[config.mk]
export PLATFORM = sky130hd
export DESIGN_NAME = i2c_eeprom_byte_master_top
export DESIGN_NICKNAME = d
export VERILOG_FILES = /design/src/hw/rtl/i2cebm_pkg.sv /design/src/hw/rtl/i2c_eeprom_byte_master_top.sv /design/src/hw/rtl/i2cebm_fifo.sv /design/src/hw/rtl/i2cebm_front.sv /design/src/hw/rtl/i2cebm_engine.sv
export VERILOG_INCLUDE_DIRS = /design/src /design/src/hw/rtl
export SDC_FILE = /design/constraint.sdc
export NUM_CORES = 1
export LEC_CHECK = 0
export BUFFER_PORTS_ARGS = -buffer_cell sky130_fd_sc_hd__clkbuf_2
export CAP_MARGIN = 5
export CORE_ASPECT_RATIO = 0.75
export CORE_MARGIN = 2
export CORE_UTILIZATION = 50
export CTS_CLUSTER_SIZE = 28
export DETAILED_ROUTE_END_ITERATION = 6
export GPL_TIMING_DRIVEN = 0
export PLACE_DENSITY_LB_ADDON = 0.1
export RECOVER_POWER = 50
export SYNTH_ARGS = -nofsm -noshare
export SYNTH_HDL_FRONTEND = slang
export SYNTH_HIERARCHICAL = 1
export SYNTH_SLANG_ARGS = --single-unit
[constraint.sdc]
create_clock -name i_clk -period 4.8 [get_ports i_clk]
set_input_delay 1.44 -clock i_clk [delete_from_list [all_inputs] [get_ports i_clk]]
set_output_delay 1.44 -clock i_clk [all_outputs]
set_load 0.03 [all_outputs]
[src/hw/rtl/assert_macros.svh]
// assertion helper macros
`ifndef ASSERT_MACROS_SVH
`define ASSERT_MACROS_SVH
`ifndef NO_ASSERTIONS
`define ASSERT_IMPL(label, clk, rst_n, prop, msg) \
    label: assert property (@(posedge clk) disable iff (!rst_n) (prop)) else $error(msg);
`define ASSERT_NEVER(label, clk, rst_n, cond, msg) \
    label: assert property (@(posedge clk) disable iff (!rst_n) !(cond)) else $error(msg);
`else
`define ASSERT_IMPL(label, clk, rst_n, prop, msg)
`define ASSERT_NEVER(label, clk, rst_n, cond, msg)
`endif
`endif

[src/hw/rtl/i2cebm_pkg.sv]
package i2cebm_pkg;
    localparam int unsigned QueueDepth = 2;
    localparam logic [1:0] CMD_TICK  = 2'd0;
    localparam logic [1:0] CMD_WRITE = 2'd1;
    localparam logic [1:0] CMD_READ  = 2'd2;
    localparam logic [1:0] CMD_SPARE = 2'd3;
    localparam logic [1:0] REG_WIDE = 2'd0;
    localparam logic [1:0] REG_HALF = 2'd1;
    localparam logic [1:0] REG_ACKT = 2'd2;
    localparam logic [1:0] REG_WAIT = 2'd3;
    localparam logic [7:0] DEV_WR = 8'hA0;
    localparam logic [7:0] DEV_RD = 8'hA1;
    localparam logic [15:0] HALF_RST = 16'd30;
    localparam logic [7:0]  ACKT_RST = 8'd250;
    localparam logic [15:0] WAIT_RST = 16'd500;

    // one classified tick
    typedef struct packed {
        logic        start;
        logic        is_read;
        logic [15:0] mem_address;
        logic [7:0]  write_data;
        logic        sda_in;
    } t_tick;

    typedef struct packed {
        logic       scl_level;
        logic       sda_level;
        logic       busy_res;
        logic       done_res;
        logic [7:0] read_data;
        logic       ack_error;
    } t_res;

    typedef struct packed {
        logic        wide;
        logic [15:0] half;
        logic [7:0]  ackt;
        logic [15:0] wwait;
    } t_cfg;
endpackage

[src/hw/rtl/i2c_eeprom_byte_master_top.sv]
// channel  | handshake        | payload
// input    | push / full      | i_cmd, i_mem_address, i_write_data, i_sda_in
// result   | empty / pop      | o_scl_level .. o_ack_error
// config   | i_cfg_we         | i_cfg_index, i_cfg_data
// one tick per cycle: the front queues ticks, the sequencer takes one per cycle
// and writes its result into a two-entry result queue in the same cycle.
// the sequencer stalls while the tick queue is empty or the result queue is full; full then backs up.
// reset (synchronous, active low) empties both queues and idles the bus.
module i2c_eeprom_byte_master_top #(
    parameter int unsigned QDepth = i2cebm_pkg::QueueDepth
) (
    input  logic        i_clk,
    input  logic        i_rst_n,
    input  logic        push,
    output logic        full,
    input  logic [1:0]  i_cmd,
    input  logic [15:0] i_mem_address,
    input  logic [7:0]  i_write_data,
    input  logic        i_sda_in,
    output logic        empty,
    input  logic        pop,
    output logic        o_scl_level,
    output logic        o_sda_level,
    output logic        o_busy_res,
    output logic        o_done_res,
    output logic [7:0]  o_read_data,
    output logic        o_ack_error,
    input  logic        i_cfg_we,
    input  logic [1:0]  i_cfg_index,
    input  logic [15:0] i_cfg_data
);
    import i2cebm_pkg::*;
    `include "assert_macros.svh"

    t_tick tick_in, tick_q;
    t_res res, res_q;
    t_cfg r_cfg;
    logic tq_full, tq_empty, rq_full, step;

    // front classification and tick queue
    i2cebm_front u_front (
        .i_cmd_valid(1'b1), .i_cmd(i_cmd), .i_mem_address(i_mem_address),
        .i_write_data(i_write_data), .i_sda_in(i_sda_in), .o_tick(tick_in)
    );
    i2cebm_fifo #(.Width($bits(t_tick)), .Depth(QDepth)) u_tq (
        .i_clk, .i_rst_n, .i_push(push), .i_data(tick_in), .o_full(tq_full),
        .i_pop(step), .o_data(tick_q), .o_empty(tq_empty)
    );
    assign full = tq_full;
    assign step = !tq_empty && !rq_full;

    // configuration registers
    always_ff @(posedge i_clk) begin
        if (!i_rst_n) begin
            r_cfg <= '{wide: 1'b0, half: HALF_RST, ackt: ACKT_RST, wwait: WAIT_RST};
        end else if (i_cfg_we) begin
            unique case (i_cfg_index)
                REG_WIDE: r_cfg.wide  <= i_cfg_data[0];
                REG_HALF: r_cfg.half  <= i_cfg_data;
                REG_ACKT: r_cfg.ackt  <= i_cfg_data[7:0];
                REG_WAIT: r_cfg.wwait <= i_cfg_data;
                default: ;
            endcase
        end
    end

    // bus sequencer
    i2cebm_engine u_engine (
        .i_clk, .i_rst_n, .i_valid(step), .i_tick(tick_q), .i_cfg(r_cfg), .o_res(res)
    );

    // result queue
    i2cebm_fifo #(.Width($bits(t_res)), .Depth(QDepth)) u_rq (
        .i_clk, .i_rst_n, .i_push(step), .i_data(res), .o_full(rq_full),
        .i_pop(pop), .o_data(res_q), .o_empty(empty)
    );
    assign o_scl_level = res_q.scl_level;
    assign o_sda_level = res_q.sda_level;
    assign o_busy_res  = res_q.busy_res;
    assign o_done_res  = res_q.done_res;
    assign o_read_data = res_q.read_data;
    assign o_ack_error = res_q.ack_error;

    `ASSERT_NEVER(a_step_full, i_clk, i_rst_n, step && rq_full, "step into full result queue")
    `ASSERT_IMPL(a_done_idle, i_clk, i_rst_n, (step && res.done_res) |-> !res.busy_res, "done busy")
    `ASSERT_IMPL(a_no_step_empty, i_clk, i_rst_n, tq_empty |-> !step, "step with no tick")
endmodule

[src/hw/rtl/i2cebm_fifo.sv]
module i2cebm_fifo #(
    parameter int unsigned Width = 8,
    parameter int unsigned Depth = 2
) (
    input  logic             i_clk,
    input  logic             i_rst_n,
    input  logic             i_push,
    input  logic [Width-1:0] i_data,
    output logic             o_full,
    input  logic             i_pop,
    output logic [Width-1:0] o_data,
    output logic             o_empty
);
    localparam int unsigned AW = (Depth > 1) ? $clog2(Depth) : 1;
    logic [Width-1:0] r_mem [Depth];
    logic [AW-1:0] r_wr, r_rd;
    logic [AW:0] r_cnt;
    logic do_push, do_pop;

    assign o_full  = (r_cnt == (AW+1)'(Depth));
    assign o_empty = (r_cnt == '0);
    assign do_push = i_push && !o_full;
    assign do_pop  = i_pop && !o_empty;
    assign o_data  = r_mem[r_rd];

    // storage
    always_ff @(posedge i_clk) begin
        if (do_push) begin
            r_mem[r_wr] <= i_data;
        end
    end

    // pointers and fill count
    always_ff @(posedge i_clk) begin
        if (!i_rst_n) begin
            r_wr <= '0;
            r_rd <= '0;
            r_cnt <= '0;
        end else begin
            if (do_push) r_wr <= (r_wr == AW'(Depth-1)) ? '0 : r_wr + 1'b1;
            if (do_pop)  r_rd <= (r_rd == AW'(Depth-1)) ? '0 : r_rd + 1'b1;
            r_cnt <= r_cnt + (AW+1)'(do_push) - (AW+1)'(do_pop);
        end
    end
endmodule

[src/hw/rtl/i2cebm_front.sv]
module i2cebm_front (
    input  logic                i_cmd_valid,
    input  logic [1:0]          i_cmd,
    input  logic [15:0]         i_mem_address,
    input  logic [7:0]          i_write_data,
    input  logic                i_sda_in,
    output i2cebm_pkg::t_tick   o_tick
);
    import i2cebm_pkg::*;
    // classify the command
    always_comb begin
        o_tick.start       = i_cmd_valid && (i_cmd == CMD_WRITE || i_cmd == CMD_READ);
        o_tick.is_read     = (i_cmd == CMD_READ);
        o_tick.mem_address = i_mem_address;
        o_tick.write_data  = i_write_data;
        o_tick.sda_in      = i_sda_in;
    end
endmodule

[src/hw/rtl/i2cebm_engine.sv]
module i2cebm_engine (
    input  logic               i_clk,
    input  logic               i_rst_n,
    input  logic               i_valid,
    input  i2cebm_pkg::t_tick  i_tick,
    input  i2cebm_pkg::t_cfg   i_cfg,
    output i2cebm_pkg::t_res   o_res
);
    import i2cebm_pkg::*;
    localparam logic [4:0] PH_IDLE=5'd0, PH_ST_A=5'd1, PH_ST_B=5'd2, PH_TX_LO=5'd3,
        PH_TX_HI=5'd4, PH_TX_LO2=5'd5, PH_AK_LO=5'd6, PH_AK_HI=5'd7, PH_AK_POLL=5'd8,
        PH_RX_LO=5'd9, PH_RX_HI=5'd10, PH_NK_LO=5'd11, PH_NK_HI=5'd12, PH_SP_A=5'd13,
        PH_SP_B=5'd14, PH_SP_C=5'd15, PH_WW=5'd16;
    localparam logic [2:0] SG_DEV=3'd0, SG_HIGH=3'd1, SG_LOW=3'd2, SG_DATA=3'd3,
        SG_RDEV=3'd4;

    logic [4:0] r_phase, n_phase;
    logic [3:0] r_bit, n_bit;
    logic [7:0] r_shift, n_shift;
    logic [15:0] r_tick, n_tick;
    logic [7:0] r_poll, n_poll;
    logic [15:0] r_addr, n_addr;
    logic [7:0] r_data, n_data;
    logic r_rd, n_rd, r_scl, n_scl, r_sda, n_sda;
    logic [2:0] r_stage, n_stage;
    logic [7:0] r_last, n_last;
    logic r_err, n_err, done;
    logic over;
    logic [15:0] tick_inc;
    logic [7:0] tx_byte;
    logic [2:0] tx_stage;
    logic do_tx;

    assign tick_inc = r_tick + 16'd1;
    assign over = (tick_inc >= i_cfg.half);

    // byte for the stage being sent
    always_comb begin
        unique case (tx_stage)
            SG_DEV:  tx_byte = i_cfg.wide ? DEV_WR : (DEV_WR | {4'd0, r_addr[10:8], 1'b0});
            SG_HIGH: tx_byte = r_addr[15:8];
            SG_LOW:  tx_byte = r_addr[7:0];
            SG_DATA: tx_byte = r_data;
            default: tx_byte = DEV_RD;
        endcase
    end

    // sequencer
    always_comb begin
        n_phase=r_phase; n_bit=r_bit; n_shift=r_shift; n_poll=r_poll;
        n_addr=r_addr; n_data=r_data; n_rd=r_rd; n_scl=r_scl; n_sda=r_sda;
        n_stage=r_stage; n_last=r_last; n_err=r_err; done=1'b0;
        n_tick = over ? 16'd0 : tick_inc;
        tx_stage = r_stage; do_tx = 1'b0;
        unique case (r_phase)
            PH_IDLE: begin
                n_tick = r_tick;
                if (i_tick.start) begin
                    n_addr=i_tick.mem_address; n_data=i_tick.write_data;
                    n_rd=i_tick.is_read; n_err=1'b0; n_poll='0; n_bit='0;
                    n_stage=SG_DEV; n_phase=PH_ST_A; n_scl=1'b1; n_sda=1'b1; n_tick='0;
                end
            end
            PH_ST_A: if (over) begin n_phase=PH_ST_B; n_scl=1'b1; n_sda=1'b0; end
            PH_ST_B: if (over) do_tx = 1'b1;
            PH_TX_LO: if (over) begin n_phase=PH_TX_HI; n_scl=1'b1; end
            PH_TX_HI: if (over) begin n_phase=PH_TX_LO2; n_scl=1'b0; end
            PH_TX_LO2: if (over) begin
                n_bit = r_bit + 4'd1;
                if (n_bit < 4'd8) begin
                    n_shift = {r_shift[6:0], 1'b0};
                    n_phase=PH_TX_LO; n_scl=1'b0; n_sda=r_shift[6];
                end else begin
                    n_phase=PH_AK_LO; n_scl=1'b0; n_sda=1'b1;
                end
            end
            PH_AK_LO: if (over) begin n_phase=PH_AK_HI; n_scl=1'b1; n_sda=1'b1; end
            PH_AK_HI: if (over) begin n_poll='0; n_phase=PH_AK_POLL; end
            PH_AK_POLL: begin
                n_tick = r_tick;
                if (!i_tick.sda_in) begin
                    n_poll = '0; n_tick = '0;
                    unique case (r_stage)
                        SG_DEV: begin
                            n_stage = i_cfg.wide ? SG_HIGH : SG_LOW;
                            tx_stage = n_stage; do_tx = 1'b1;
                        end
                        SG_HIGH: begin n_stage=SG_LOW; tx_stage=SG_LOW; do_tx=1'b1; end
                        SG_LOW: if (r_rd) begin
                            n_stage=SG_RDEV; n_phase=PH_ST_A; n_scl=1'b1; n_sda=1'b1;
                        end else begin
                            n_stage=SG_DATA; tx_stage=SG_DATA; do_tx=1'b1;
                        end
                        SG_DATA: begin n_phase=PH_SP_A; n_scl=1'b0; n_sda=1'b0; end
                        default: begin
                            n_bit='0; n_shift='0; n_phase=PH_RX_LO; n_scl=1'b0; n_sda=1'b1;
                        end
                    endcase
                end else if (r_poll >= i_cfg.ackt) begin
                    n_err=1'b1; n_poll='0; n_tick='0;
                    n_phase=PH_SP_A; n_scl=1'b0; n_sda=1'b0;
                end else begin
                    n_poll = r_poll + 8'd1;
                end
            end
            PH_RX_LO: if (over) begin n_phase=PH_RX_HI; n_scl=1'b1; n_sda=1'b1; end
            PH_RX_HI: if (over) begin
                n_shift = {r_shift[6:0], i_tick.sda_in};
                n_bit = r_bit + 4'd1;
                n_phase = (n_bit < 4'd8) ? PH_RX_LO : PH_NK_LO;
                n_scl=1'b0; n_sda=1'b1;
            end
            PH_NK_LO: if (over) begin n_phase=PH_NK_HI; n_scl=1'b1; n_sda=1'b1; end
            PH_NK_HI: if (over) begin
                n_last=r_shift; n_phase=PH_SP_A; n_scl=1'b0; n_sda=1'b0;
            end
            PH_SP_A: if (over) begin n_phase=PH_SP_B; n_scl=1'b1; n_sda=1'b0; end
            PH_SP_B: if (over) begin n_phase=PH_SP_C; n_scl=1'b1; n_sda=1'b1; end
            PH_SP_C: if (over) begin
                n_scl=1'b1; n_sda=1'b1;
                if (!r_err && !r_rd && i_cfg.wwait != 16'd0) n_phase=PH_WW;
                else begin n_phase=PH_IDLE; done=1'b1; end
            end
            PH_WW: begin
                n_tick = tick_inc;
                if (tick_inc >= i_cfg.wwait) begin
                    n_phase=PH_IDLE; n_tick='0; done=1'b1;
                end
            end
            default: begin n_phase=PH_IDLE; n_scl=1'b1; n_sda=1'b1; n_tick='0; end
        endcase
        if (do_tx) begin
            n_shift=tx_byte; n_bit='0; n_phase=PH_TX_LO; n_scl=1'b0;
            n_sda=tx_byte[7]; n_tick='0;
        end
    end

    // state registers, advanced once per accepted tick
    always_ff @(posedge i_clk) begin
        if (!i_rst_n) begin
            r_phase<=PH_IDLE; r_bit<='0; r_shift<='0; r_tick<='0; r_poll<='0;
            r_addr<='0; r_data<='0; r_rd<=1'b0; r_scl<=1'b1; r_sda<=1'b1;
            r_stage<=SG_DEV; r_last<='0; r_err<=1'b0;
        end else if (i_valid) begin
            r_phase<=n_phase; r_bit<=n_bit; r_shift<=n_shift; r_tick<=n_tick;
            r_poll<=n_poll; r_addr<=n_addr; r_data<=n_data; r_rd<=n_rd;
            r_scl<=n_scl; r_sda<=n_sda; r_stage<=n_stage; r_last<=n_last; r_err<=n_err;
        end
    end

    assign o_res = '{scl_level: n_scl, sda_level: n_sda, busy_res: (n_phase != PH_IDLE),
                     done_res: done, read_data: n_last, ack_error: n_err};
endmodule
==> results of run 1 <==
[layout by cell type (no fill, tap or decap), types with 17 or more instances in the layout]
cell	count
sky130_fd_sc_hd__nand2_1	172
sky130_fd_sc_hd__dfxtp_1	131
sky130_fd_sc_hd__a21oi_1	88
sky130_fd_sc_hd__edfxtp_1	80
sky130_fd_sc_hd__inv_1	55
sky130_fd_sc_hd__mux2i_1	50
sky130_fd_sc_hd__ha_1	48
sky130_fd_sc_hd__nor2_1	44
sky130_fd_sc_hd__o21ai_0	39
sky130_fd_sc_hd__clkbuf_1	38
sky130_fd_sc_hd__clkbuf_2	36
sky130_fd_sc_hd__nand3_1	30
sky130_fd_sc_hd__mux2_4	30
sky130_fd_sc_hd__nor2b_1	29
sky130_fd_sc_hd__clkbuf_16	22
sky130_fd_sc_hd__mux2_2	21
sky130_fd_sc_hd__clkbuf_4	20
sky130_fd_sc_hd__xnor2_1	17
[worst paths after layout]
kind | startpoint | to | slack [ps]
worst max-delay path | u_engine/r_tick[2]$_SDFFE_PN0P_ | u_rq/r_mem[0][10]$_DFFE_PP_ | 380
worst min-delay path | u_engine/r_tick[13]$_SDFFE_PN0P_ | u_engine/r_tick[13]$_SDFFE_PN0P_ | 450
worst max register to register | u_engine/r_tick[2]$_SDFFE_PN0P_ | u_rq/r_mem[0][10]$_DFFE_PP_ | 380
worst min register to register | u_engine/r_tick[13]$_SDFFE_PN0P_ | u_engine/r_tick[13]$_SDFFE_PN0P_ | 450
[sequential cells by signal (all words and copies together), names as in the netlist, 2 cells and up, named ones only]
signal	cells
u_tq/r_cnt	2
u_engine/r_phase	5
u_rq/r_mem	26
u_engine/r_stage	3
u_engine/r_addr	16
u_rq/r_cnt	2
u_tq/r_mem	54
u_engine/r_last	8
u_engine/r_tick	16
r_cfg	41
u_engine/r_bit	4
u_engine/r_poll	8
u_engine/r_data	8
u_engine/r_shift	8
[power by group through the flow]
stage | Clock (mW) | Sequential [mW] | Combinational, mW
floorplan | 0 | 2.37 | 1.59
global placement | 0 | 2.41 | 2.08
detailed placement | 0 | 2.42 | 2.10
CTS | 1.86 | 2.38 | 2.11
global route | 1.92 | 2.42 | 2.30
finish | 1.81 | 2.38 | 2.11
[layer usage]
| layer | wire (µm) | part of all wire | global-route usage | vias up |
|---|---|---|---|---|
| met5 | 0 | 0 | 0 | - |
| li1 | - | - | - | 4164 |
| met2 | 10800 | 0.40 | 0.332 | 230 |
| met1 | 13800 | 0.51 | 0.355 | 4067 |
| met3 | 1730 | 0.065 | 0.0428 | 29 |
| met4 | 475 | 0.018 | 0.0491 | 0 |
[final cells by class]
class | count | area, µm² | share of cell area
clock inverters | 16 | 211 | 0.0169
plain buffers | 88 | 536 | 0.0428
inverters | 58 | 218 | 0.0174
repair buffers | 39 | 191 | 0.0153
flip-flops and latches | 211 | 5020 | 0.401
clock buffers | 23 | 554 | 0.0443
well taps | 294 | 368 | 0.0294
multi-input cells | 781 | 5420 | 0.433
[metrics by stage]
step,power (mW),worst slack (ps),instance area [µm²],utilization
after floorplan,3.96,1190,11200,-
after global placement,4.49,333,11800,0.533
after detailed placement,4.52,315,11800,0.534
after CTS,6.35,235,12500,0.569
after global routing,6.64,76.2,12500,0.568
final,6.30,382,12500,0.568
[tightest hold or removal path: cells and delay by family (launching register included)]
family	cells	cell delay, ps
AOI/OAI and AO/OA	1	50
DFF	1	310
and+or+nand+nor	1	50
[cell families (layout without fill, tap and decap cells)]
kind of cell | after synthesis | count (layout)
xor+xnor | 21 | 21
flops | 211 | 211
compound gates | 226 | 226
fa+ha+maj | 48 | 48
mux | 101 | 101
simple gates | 384 | 384
buf+inv | 146 | 224
other cells | 1 | 1
[what timing repair did]
item                       4_1_cts  5_1_grt
buffers inserted                 0        0
setup endpoints to repair        0       15
hold buffers                     0        0
resized for setup                0        2
==> Implementation_results.wiki, run 1 <==
{| class="wikitable"
! Metric !! Value
|-
| Status || finished with violations
|-
| Failing checks || DRC
|-
| Wire length of the first global-routing pass || 43.0 mm
|-
| Mux share of post-synthesis cell area || 0.106
|-
| Most frequent cell after synthesis || sky130_fd_sc_hd__nand2_1
|-
| Vias post-DR || 8,490
|-
| Logic depth of the worst path, buffers included || 13
|-
| Path depth of the worst reg2reg path || 13
|-
| Die extent in x || 177 µm
|-
| Worst path cell trace || and4_1 > nand4_1 > nor2_1 > nand4_1 > xnor2_1 > ha_1 > nand4_1 > or3_4 > o21ai_4 > buf_2 > o221ai_1 > a311oi_1 > o2111ai_1
|-
| Final critical-path required period || 4420 ps
|-
| Internal power || 4.15 mW
|-
| Final HPWL DP || 19.7 mm
|-
| Gate count after technology mapping || 1,138
|-
| Part of the total power dissipated in combinational logic || 0.334
|-
| Die height || 134 µm
|-
| Path category of the worst min-delay check || flop to flop
|-
| Layout Skew || 21.3 ps
|-
| Syn-to-layout area delta || 11.7%
|-
| Critical Path Sink Type || flop
|-
| Proportion of synthesized flip-flops having asynchronous set or reset || 0
|-
| Initial core utilization || 0.508
|-
| Top post-synthesis cells by area || sky130_fd_sc_hd__dfxtp_1 23%, sky130_fd_sc_hd__edfxtp_1 21%, sky130_fd_sc_hd__nand2_1 5.8%
|-
| Combinational family with the most area after synthesis || simple AND/OR/NAND/NOR gates
|-
| Peak supply drop || 264 µV
|-
| Highest attainable clock frequency || 226 MHz
|-
| Detailed-route vias per instance || 5.62
|-
| Antenna Cells || 0
|-
| Fill count || 1,991
|-
| Startpoint types || flop
|-
| Compound-cell area share of the yosys netlist || 0.136
|-
| Congestion Overflow GR || 0
|-
| Total global routing track utilization || 0.230
|-
| Number of antenna violations at the first check in global routing || 0
|-
| Total wirelength of the detailed-routed design || 26.8 mm
|-
| Total setup violations reported at the end of the flow || 0
|-
| Net count of the finished layout || 1,299
|-
| Final routed DRC violation total || 4
|-
| TritonCTS Sinks || 211
|-
| TritonCTS buffer count || 22
|-
| Clock share of power || 0.287
|-
| Power density over the cells || 503 mW/mm²
|-
| Final period util || 0.920
|-
| Net switching fraction of the power || 0.341
|-
| CTS root buffer || sky130_fd_sc_hd__clkbuf_16
|-
| CP Max Fanout || 10
|-
| Type of the worst setup path || flop to flop
|-
| Clock latency on the worst-skew pair || 520 ps
|-
| Hold violation count in the final report || 0
|-
| Delay of the slowest cell on the worst path || 470 ps
|-
| Synthesized netlist net count || 1,236
|-
| Leakage power total || 4.96 nW
|-
| I/O pins || 65
|-
| Clock-pin slew on the worst setup and hold paths || 70 ps
|-
| Number of pins exceeding their max-slew limit in the final report || 0
|-
| Simple-gate share of the synthesized area || 0.170
|-
| Number of enable flip-flop cells after synthesis || 80
|-
| Portion of synthesized cell area occupied by the leading cell type || 0.234
|-
| Number of violations reported at the end of detailed-routing iteration 0 || 632
|-
| Critical path data required time || 4990 ps
|-
| DR pass1 iterations || 7
|-
| Number of flip-flops and latches in the synthesized netlist || 211
|-
| Most frequent cells after synthesis || 172 x sky130_fd_sc_hd__nand2_1, 131 x sky130_fd_sc_hd__dfxtp_1, 88 x sky130_fd_sc_hd__a21oi_1
|-
| Transition time at the pin with the least slew margin || 1140 ps
|-
| Main flop type after synthesis || sky130_fd_sc_hd__dfxtp_1
|-
| Distinct cell type count of the synthesized netlist || 81
|-
| Most frequent CP cell || sky130_fd_sc_hd__nand4_1
|-
| Number of port buffers || 37
|-
| Slew margin rel. || 0.241
|-
| Setup repair after global routing missed its margin || false
|-
| Cell total after placement || 1,470
|-
| WP data arrival || 4610 ps
|-
| Cell area after synthesis || 0.0112 mm²
|-
| Hold depth || 2
|-
| Maximum number of pins on one net before global-route repair || 28
|-
| Count of max-cap constraint violations || 0
|-
| Fraction of the mapped netlist area in adder cells || 0.0536
|-
| Avg Cell Area, Syn || 9.85 µm²
|-
| Final total negative setup slack || 0 ps
|-
| Max stage delay cell, worst path || sky130_fd_sc_hd__or3_4
|-
| Core footprint || 0.0221 mm²
|-
| Die area || 0.0236 mm²
|-
| Share of post-route cells with drive strength above 1 || 0.164
|-
| Cell row count || 47
|-
| Number of synthesis warnings || 6
|-
| Crit path buffers/inverters || 1
|-
| Dominant cell type by area after synthesis || sky130_fd_sc_hd__dfxtp_1
|-
| Final weighted congestion in routability-driven placement || 0.930
|-
| Clock Path Buffers || 3
|-
| Sequential share of the synthesized area || 0.448
|-
| Reg power frac || 0.379
|-
| H-tree lvl count || 1
|-
| Antenna Nets Post-Route || 0
|-
| Family of cells with the greatest summed delay on the critical path || simple AND/OR/NAND/NOR gates
|-
| Clock tree from TritonCTS || yes
|-
| Xor and xnor area share after synthesis || 0.0164
|-
| Routed WL per cell || 17.7 µm
|-
| Hold slack || 449 ps
|-
| Number of cells in the finished layout apart from fillers || 1,510
|-
| Number of global-route vias before repair || 8,094
|-
| NetSw || 2.15 mW
|}
(Power assumes the default switching activity.)
==> inputs of run 2 (changes only) <==
--- a/config.mk
+++ b/config.mk
@@ -11,6 +11,7 @@
 export CORE_ASPECT_RATIO = 0.75
 export CORE_MARGIN = 2
 export CORE_UTILIZATION = 50
+export CTS_BUF_LIST = sky130_fd_sc_hd__clkbuf_8
 export CTS_CLUSTER_SIZE = 28
 export DETAILED_ROUTE_END_ITERATION = 6
 export GPL_TIMING_DRIVEN = 0
==> run 2 against run 1 <==
  * The run now ends clean
  * Critical path depth is the same
  * Combinational power about the same
  * Final area shrank 0.74%
  * Via count increased by 0.53%
  * First-iteration DRC count rose by 4.7%
  * Hold slack better by 3.8 ps
  * Clock power is 15% lower
  * Utilization decreased by 0.42 points
  * Sequential power about the same
  * Clock skew shrank 7.5 ps
  * Sequential share of layout area is 0.30 points higher
  * Sequential cell count stayed put
  * Largest cell class unchanged
  * Largest power group unchanged
==> Implementation_results.wiki, run 2 (synthesis gave the netlist of run 1 again) <==
{| class="wikitable"
! Metric !! Value
|-
| Met3 wire length || 1.67 mm
|-
| CP Max Fanout || 10
|-
| Type of the worst setup path || flop to flop
|-
| Cell row count || 47
|-
| Final period util || 0.918
|-
| Antenna Cells || 0
|-
| Part of the total power dissipated in combinational logic || 0.348
|-
| Power density over the cells || 485 mW/mm²
|-
| Final weighted congestion in routability-driven placement || 0.930
|-
| Slew margin rel. || 0.231
|-
| H-tree lvl count || 2
|-
| Biggest registers after layout || u_tq/r_mem x54, r_cfg x41, u_rq/r_mem x26
|-
| Clock Path Buffers || 3
|-
| Count of max-cap constraint violations || 0
|-
| Clock share of power || 0.256
|-
| CTS root buffer || sky130_fd_sc_hd__clkbuf_8
|-
| Met1 routed wirelength after detailed routing || 14.0 mm
|-
| Net count of the finished layout || 1,312
|-
| Number of buffers inserted by hold repair at cts || 0
|-
| Setup repair after global routing missed its margin || false
|-
| Final routed DRC violation total || 0
|-
| Vias post-DR || 8,535
|-
| Total Power Consumption || 6.02 mW
|-
| Number of antenna violations at the first check in global routing || 0
|-
| Total global routing track utilization || 0.232
|-
| Total cell area at the placement stage || 0.0118 mm²
|-
| DR pass1 iterations || 6
|-
| Status || completed
|-
| Die area || 0.0236 mm²
|-
| Peak supply drop || 235 µV
|-
| Met2 routed wirelength || 10.9 mm
|-
| Initial core utilization || 0.508
|-
| Total setup violations reported at the end of the flow || 0
|-
| Maximum number of pins on one net before global-route repair || 28
|-
| TritonCTS Sinks || 211
|-
| Critical Path Sink Type || flop
|-
| Core footprint || 0.0221 mm²
|-
| Number of global-route vias before repair || 8,152
|-
| Net switching fraction of the power || 0.362
|-
| Internal power || 3.84 mW
|-
| Final critical-path required period || 4410 ps
|-
| Clock latency on the worst-skew pair || 540 ps
|-
| TritonCTS buffer count || 35
|-
| Fin area || 0.0124 mm²
|-
| Final HPWL DP || 19.7 mm
|-
| I/O pins || 65
|-
| Layout Skew || 13.8 ps
|-
| Leakage power total || 4.97 nW
|-
| Wire length of the first global-routing pass || 43.1 mm
|-
| Clock-pin slew on the worst setup and hold paths || 60 ps
|-
| Max reg flops || 54
|-
| Critical path data required time || 5030 ps
|-
| Hold Path End || u_engine/r_tick[13]$_SDFFE_PN0P_
|-
| Number of violations reported at the end of detailed-routing iteration 0 || 662
|-
| NetSw || 2.18 mW
|-
| Antenna Nets Post-Route || 0
|-
| Startpoint types || flop
|-
| Transition time at the pin with the least slew margin || 1150 ps
|-
| Post-CTS setup buffers || 0
|-
| Routed WL per cell || 17.5 µm
|-
| Number of port buffers || 37
|-
| Path category of the worst min-delay check || flop to flop
|-
| Reg power frac || 0.396
|-
| Number of pins exceeding their max-slew limit in the final report || 0
|-
| Detailed-route vias per instance || 5.56
|-
| Path depth of the worst reg2reg path || 13
|-
| Hold slack || 453 ps
|-
| Share of post-route cells with drive strength above 1 || 0.172
|-
| Highest routing layer actually used || met4
|-
| Total wirelength of the detailed-routed design || 26.9 mm
|-
| Worst min-delay path startpoint || u_engine/r_tick[13]$_SDFFE_PN0P_
|-
| Syn-to-layout area delta || 10.9%
|-
| Launch instance of the worst register-to-register path || u_engine/r_tick[2]$_SDFFE_PN0P_
|-
| Hold depth || 2
|-
| Fill count || 2,030
|-
| Final total negative setup slack || 0 ps
|-
| End of the worst register-to-register path || u_rq/r_mem[0][10]$_DFFE_PP_
|-
| Highest attainable clock frequency || 227 MHz
|-
| Most frequent cells in the layout || 172 x sky130_fd_sc_hd__nand2_1, 131 x sky130_fd_sc_hd__dfxtp_1, 88 x sky130_fd_sc_hd__a21oi_1, 80 x sky130_fd_sc_hd__edfxtp_1, 64 x sky130_fd_sc_hd__inv_1
|-
| Congestion Overflow GR || 0
|-
| Post-cts gate resize count || 0
|-
| Utilization after layout || 0.564
|-
| Hold violation count in the final report || 0
|-
| Die extent in x || 177 µm
|-
| Die height || 134 µm
|-
| Setup slack of the most critical reg-to-reg path || 390 ps
|-
| Clock tree from TritonCTS || yes
|-
| WP data arrival || 4630 ps
|-
| Most flops, register || u_tq/r_mem
|-
| Commonest non-fill, non-tap cell in the layout || sky130_fd_sc_hd__nand2_1
|}
-- run 2: changes by cell type in the layout (fill, tap and decap cells not counted) --
cell and delta:
sky130_fd_sc_hd__bufinv_16 -4, sky130_fd_sc_hd__clkbuf_16 -22, sky130_fd_sc_hd__clkbuf_4 -1, sky130_fd_sc_hd__clkbuf_8 +38, sky130_fd_sc_hd__clkinv_1 +2, sky130_fd_sc_hd__clkinv_4 +1, sky130_fd_sc_hd__clkinv_8 -1, sky130_fd_sc_hd__inv_1 +9
sky130_fd_sc_hd__inv_6 +2, sky130_fd_sc_hd__inv_8 +1
-- run 2: power by group through the flow --
| stage | sequential, mW | combinational (mW) | clock, mW |
|---|---|---|---|
| 6_report | 2.38 | 2.10 | 1.54 |
| 5_1_grt | 2.42 | 2.30 | 1.67 |
| 4_1_cts | 2.38 | 2.11 | 1.59 |
| 3_5_place_dp | 2.42 | 2.10 | 0 |
| 3_3_place_gp | 2.41 | 2.08 | 0 |
| 2_1_floorplan | 2.37 | 1.59 | 0 |
-- run 2: cell type report --
type | count | area, µm² | share of cell area
Multi-Input combinational cell | 781 | 5420 | 0.436
Sequential cell | 211 | 5020 | 0.404
Buffer | 88 | 532 | 0.0428
Clock buffer | 38 | 523 | 0.0421
Tap cell | 294 | 368 | 0.0296
Inverter | 58 | 218 | 0.0175
Timing Repair Buffer | 39 | 191 | 0.0154
Clock inverter | 26 | 154 | 0.0124
-- run 2: per-layer routing --
metal,vias up,global-route usage
li1,4199,-
met1,4070,0.356
met2,237,0.327
met3,29,0.0511
met4,0,0.0597
met5,-,0
-- run 2: worst max-delay path: stages, from the launching register on --
cell                        delay [ps]
sky130_fd_sc_hd__dfxtp_1           420
sky130_fd_sc_hd__and4_1            310
sky130_fd_sc_hd__nand4_1           200
sky130_fd_sc_hd__nor2_1            290
sky130_fd_sc_hd__nand4_1           150
sky130_fd_sc_hd__xnor2_1           200
sky130_fd_sc_hd__ha_1              360
sky130_fd_sc_hd__nand4_1           170
sky130_fd_sc_hd__or3_4             470
sky130_fd_sc_hd__o21ai_4           380
sky130_fd_sc_hd__buf_2             340
sky130_fd_sc_hd__o221ai_1          190
sky130_fd_sc_hd__a311oi_1          370
sky130_fd_sc_hd__o2111ai_1         240
-- run 2: stage by stage --
stage	instances	worst slack, ps
after floorplan	1138	1190
after global placement	1469	333
after detailed placement	1470	315
after CTS	1534	253
after global routing	1535	91.1
final	1535	392
-- run 2: how the worst max path moves through the flow --
| stage | start | to | depth (start not counted) |
|---|---|---|---|
| after floorplan | u_engine/r_tick[2]$_SDFFE_PN0P_ | u_rq/r_mem[0][10]$_DFFE_PP_ | 13 |
| after global placement | u_engine/r_tick[2]$_SDFFE_PN0P_ | u_rq/r_mem[1][10]$_DFFE_PP_ | 13 |
| after detailed placement | u_engine/r_tick[2]$_SDFFE_PN0P_ | u_rq/r_mem[0][10]$_DFFE_PP_ | 13 |
| after CTS | u_engine/r_tick[2]$_SDFFE_PN0P_ | u_rq/r_mem[1][10]$_DFFE_PP_ | 13 |
| after global routing | u_engine/r_tick[2]$_SDFFE_PN0P_ | u_rq/r_mem[1][10]$_DFFE_PP_ | 13 |
| final | u_engine/r_tick[2]$_SDFFE_PN0P_ | u_rq/r_mem[0][10]$_DFFE_PP_ | 13 |
==> inputs of run 3 (changes only) <==
--- a/config.mk
+++ b/config.mk
@@ -6,7 +6,6 @@
 export SDC_FILE = /design/constraint.sdc
 export NUM_CORES = 1
 export LEC_CHECK = 0
-export BUFFER_PORTS_ARGS = -buffer_cell sky130_fd_sc_hd__clkbuf_2
 export CAP_MARGIN = 5
 export CORE_ASPECT_RATIO = 0.75
 export CORE_MARGIN = 2
@@ -14,6 +13,7 @@
 export CTS_BUF_LIST = sky130_fd_sc_hd__clkbuf_8
 export CTS_CLUSTER_SIZE = 28
 export DETAILED_ROUTE_END_ITERATION = 6
+export DONT_BUFFER_PORTS = 1
 export GPL_TIMING_DRIVEN = 0
 export PLACE_DENSITY_LB_ADDON = 0.1
 export RECOVER_POWER = 50
==> run 3 against run 2 <==
  * Final area decreased by 1.8%
  * Sequential cell count did not move
  * Clock skew rose by 0.85 ps
  * First-iteration DRC count rose by 15%
  * Register-to-register slack lost 120 ps
  * Via count decreased by 2.3%
==> Implementation_results.wiki, run 3 (synthesis gave the netlist of run 1 again) <==
{| class="wikitable"
! Metric !! Value
|-
| WP data arrival || 4730 ps
|-
| Peak supply drop || 272 µV
|-
| Crit path buffers/inverters || 1
|-
| Antenna Cells || 0
|-
| DR pass1 iterations || 5
|-
| Area taken by flip-flops and latches || 0.00502 mm²
|-
| Net count of the finished layout || 1,275
|-
| Biggest registers after layout || u_tq/r_mem x54, r_cfg x41, u_rq/r_mem x26
|-
| Power density over the cells || 480 mW/mm²
|-
| Fill count || 2,073
|-
| Final period util || 0.944
|-
| Final routed DRC violation total || 0
|-
| Type of the worst setup path || flop to flop
|-
| Layout Skew || 14.6 ps
|-
| Slew margin rel. || 0.181
|-
| Highest attainable clock frequency || 221 MHz
|-
| CTS root buffer || sky130_fd_sc_hd__clkbuf_8
|-
| Startpoint types || flop
|-
| Leakage power total || 4.83 nW
|-
| Final total negative setup slack || 0 ps
|-
| Initial core utilization || 0.508
|-
| Critical Path Sink Type || flop
|-
| Die height || 134 µm
|-
| Detailed-route vias per instance || 5.57
|-
| Worst path cell trace || and4_1 > nand4_1 > nor2_1 > nand4_1 > xnor2_1 > ha_1 > nand4_1 > or3_4 > o21ai_4 > buf_2 > o221ai_1 > a311oi_1 > o2111ai_1
|-
| H-tree lvl count || 2
|-
| Final weighted congestion in routability-driven placement || 0.961
|-
| Cell row count || 47
|-
| I/O pins || 65
|-
| Wire length of the first global-routing pass || 41.9 mm
|-
| Final HPWL DP || 19.2 mm
|-
| Die area || 0.0236 mm²
|-
| Transition time at the pin with the least slew margin || 1230 ps
|-
| Path category of the worst min-delay check || flop to flop
|-
| Routed WL per cell || 17.5 µm
|-
| Area of the multi-input gates || 0.00542 mm²
|-
| Final critical-path required period || 4530 ps
|-
| TritonCTS buffer count || 35
|-
| Number of port buffers || 0
|-
| Critical path data required time || 5000 ps
|-
| Delay of the slowest cell on the worst path || 470 ps
|-
| Number of antenna violations at the first check in global routing || 0
|-
| Fin area || 0.0122 mm²
|-
| Share of post-route cells with drive strength above 1 || 0.145
|-
| Total global routing track utilization || 0.224
|-
| Syn-to-layout area delta || 8.88%
|-
| Total cell area at the placement stage || 0.0116 mm²
|-
| Most flops, register || u_tq/r_mem
|-
| Total setup violations reported at the end of the flow || 0
|-
| Number of violations reported at the end of detailed-routing iteration 0 || 759
|-
| Vias post-DR || 8,337
|-
| Clock-pin slew on the worst setup and hold paths || 60 ps
|-
| Most frequent CP cell || sky130_fd_sc_hd__nand4_1
|-
| Clock Path Buffers || 3
|-
| Congestion Overflow GR || 0
|-
| Die extent in x || 177 µm
|-
| Max stage delay cell, worst path || sky130_fd_sc_hd__a311oi_1
|-
| Clock latency on the worst-skew pair || 520 ps
|-
| Status || completed
|-
| Family of cells with the greatest summed delay on the critical path || simple AND/OR/NAND/NOR gates
|-
| Maximum number of pins on one net before global-route repair || 28
|-
| Max reg flops || 54
|-
| Commonest non-fill, non-tap cell in the layout || sky130_fd_sc_hd__nand2_1
|-
| Clock tree from TritonCTS || yes
|-
| Count of max-cap constraint violations || 0
|-
| Core footprint || 0.0221 mm²
|-
| Hold violation count in the final report || 0
|-
| Number of global-route vias before repair || 7,892
|-
| Setup repair after global routing missed its margin || false
|-
| CP Max Fanout || 10
|-
| TritonCTS Sinks || 211
|-
| Total wirelength of the detailed-routed design || 26.3 mm
|-
| Antenna Nets Post-Route || 0
|-
| Number of pins exceeding their max-slew limit in the final report || 0
|-
| Most frequent cells in the layout || 172 x sky130_fd_sc_hd__nand2_1, 131 x sky130_fd_sc_hd__dfxtp_1, 88 x sky130_fd_sc_hd__a21oi_1, 80 x sky130_fd_sc_hd__edfxtp_1, 75 x sky130_fd_sc_hd__inv_1
|}
-- run 3: per-stage QoR --
step	hold slack [ps]	util	total power, mW	setup slack, ps	instances
2_1_floorplan	432	-	3.96	1190	1138
3_3_place_gp	440	0.525	4.42	236	1432
3_5_place_dp	445	0.526	4.45	258	1433
4_1_cts	454	0.554	5.91	240	1497
5_1_grt	473	0.553	6.20	57.6	1498
6_report	452	0.553	5.86	268	1498
-- run 3: layer usage --
metal / vias up / part of all wire / global-route usage
li1: 4119 / - / -
met1: 3946 / 0.52 / 0.350
met2: 231 / 0.39 / 0.306
met3: 41 / 0.072 / 0.0517
met4: 0 / 0.018 / 0.0592
met5: - / 0 / 0
-- run 3: tightest hold or removal path: stages, from the launching register on --
cell	delay, ps
sky130_fd_sc_hd__dfxtp_1	300
sky130_fd_sc_hd__nand2_1	50
sky130_fd_sc_hd__a21oi_1	50
-- run 3: power by group --
group | total, mW | leakage [nW] | switching, mW | internal, mW
clock network | 1.44 | 0.398 | 0.704 | 0.732
registers | 2.38 | 1.81 | 0.148 | 2.23
logic | 2.04 | 2.63 | 1.27 | 0.769
total | 5.86 | 4.83 | 2.12 | 3.73
-- run 3: final timing paths --
kind | start | endpoint | slack (ps) | cells after the start
setup reg to reg | u_engine/r_tick[2]$_SDFFE_PN0P_ | u_rq/r_mem[1][10]$_DFFE_PP_ | 270 | 13
setup / recovery | u_engine/r_tick[2]$_SDFFE_PN0P_ | u_rq/r_mem[1][10]$_DFFE_PP_ | 270 | 13
hold / removal | u_engine/r_addr[15]$_SDFFE_PN0P_ | u_engine/r_addr[15]$_SDFFE_PN0P_ | 450 | 2
hold reg to reg | u_engine/r_addr[15]$_SDFFE_PN0P_ | u_engine/r_addr[15]$_SDFFE_PN0P_ | 450 | 2
-- run 3: area by class of cell --
class,count,area share
clock inverter,26,0.00903
buffer,88,0.0436
timing repair buffer,2,0.000615
multi-input combinational,781,0.444
clock buffer,38,0.0429
sequential,211,0.412
tap,294,0.0302
inverter,58,0.0178
-- run 3: repair_timing --
action,in CTS,in global routing
endpoints found under the hold margin,0,0
gates resized for setup,0,2
buffers inserted,0,0
hold buffers,0,0
endpoints found under the setup margin,0,18
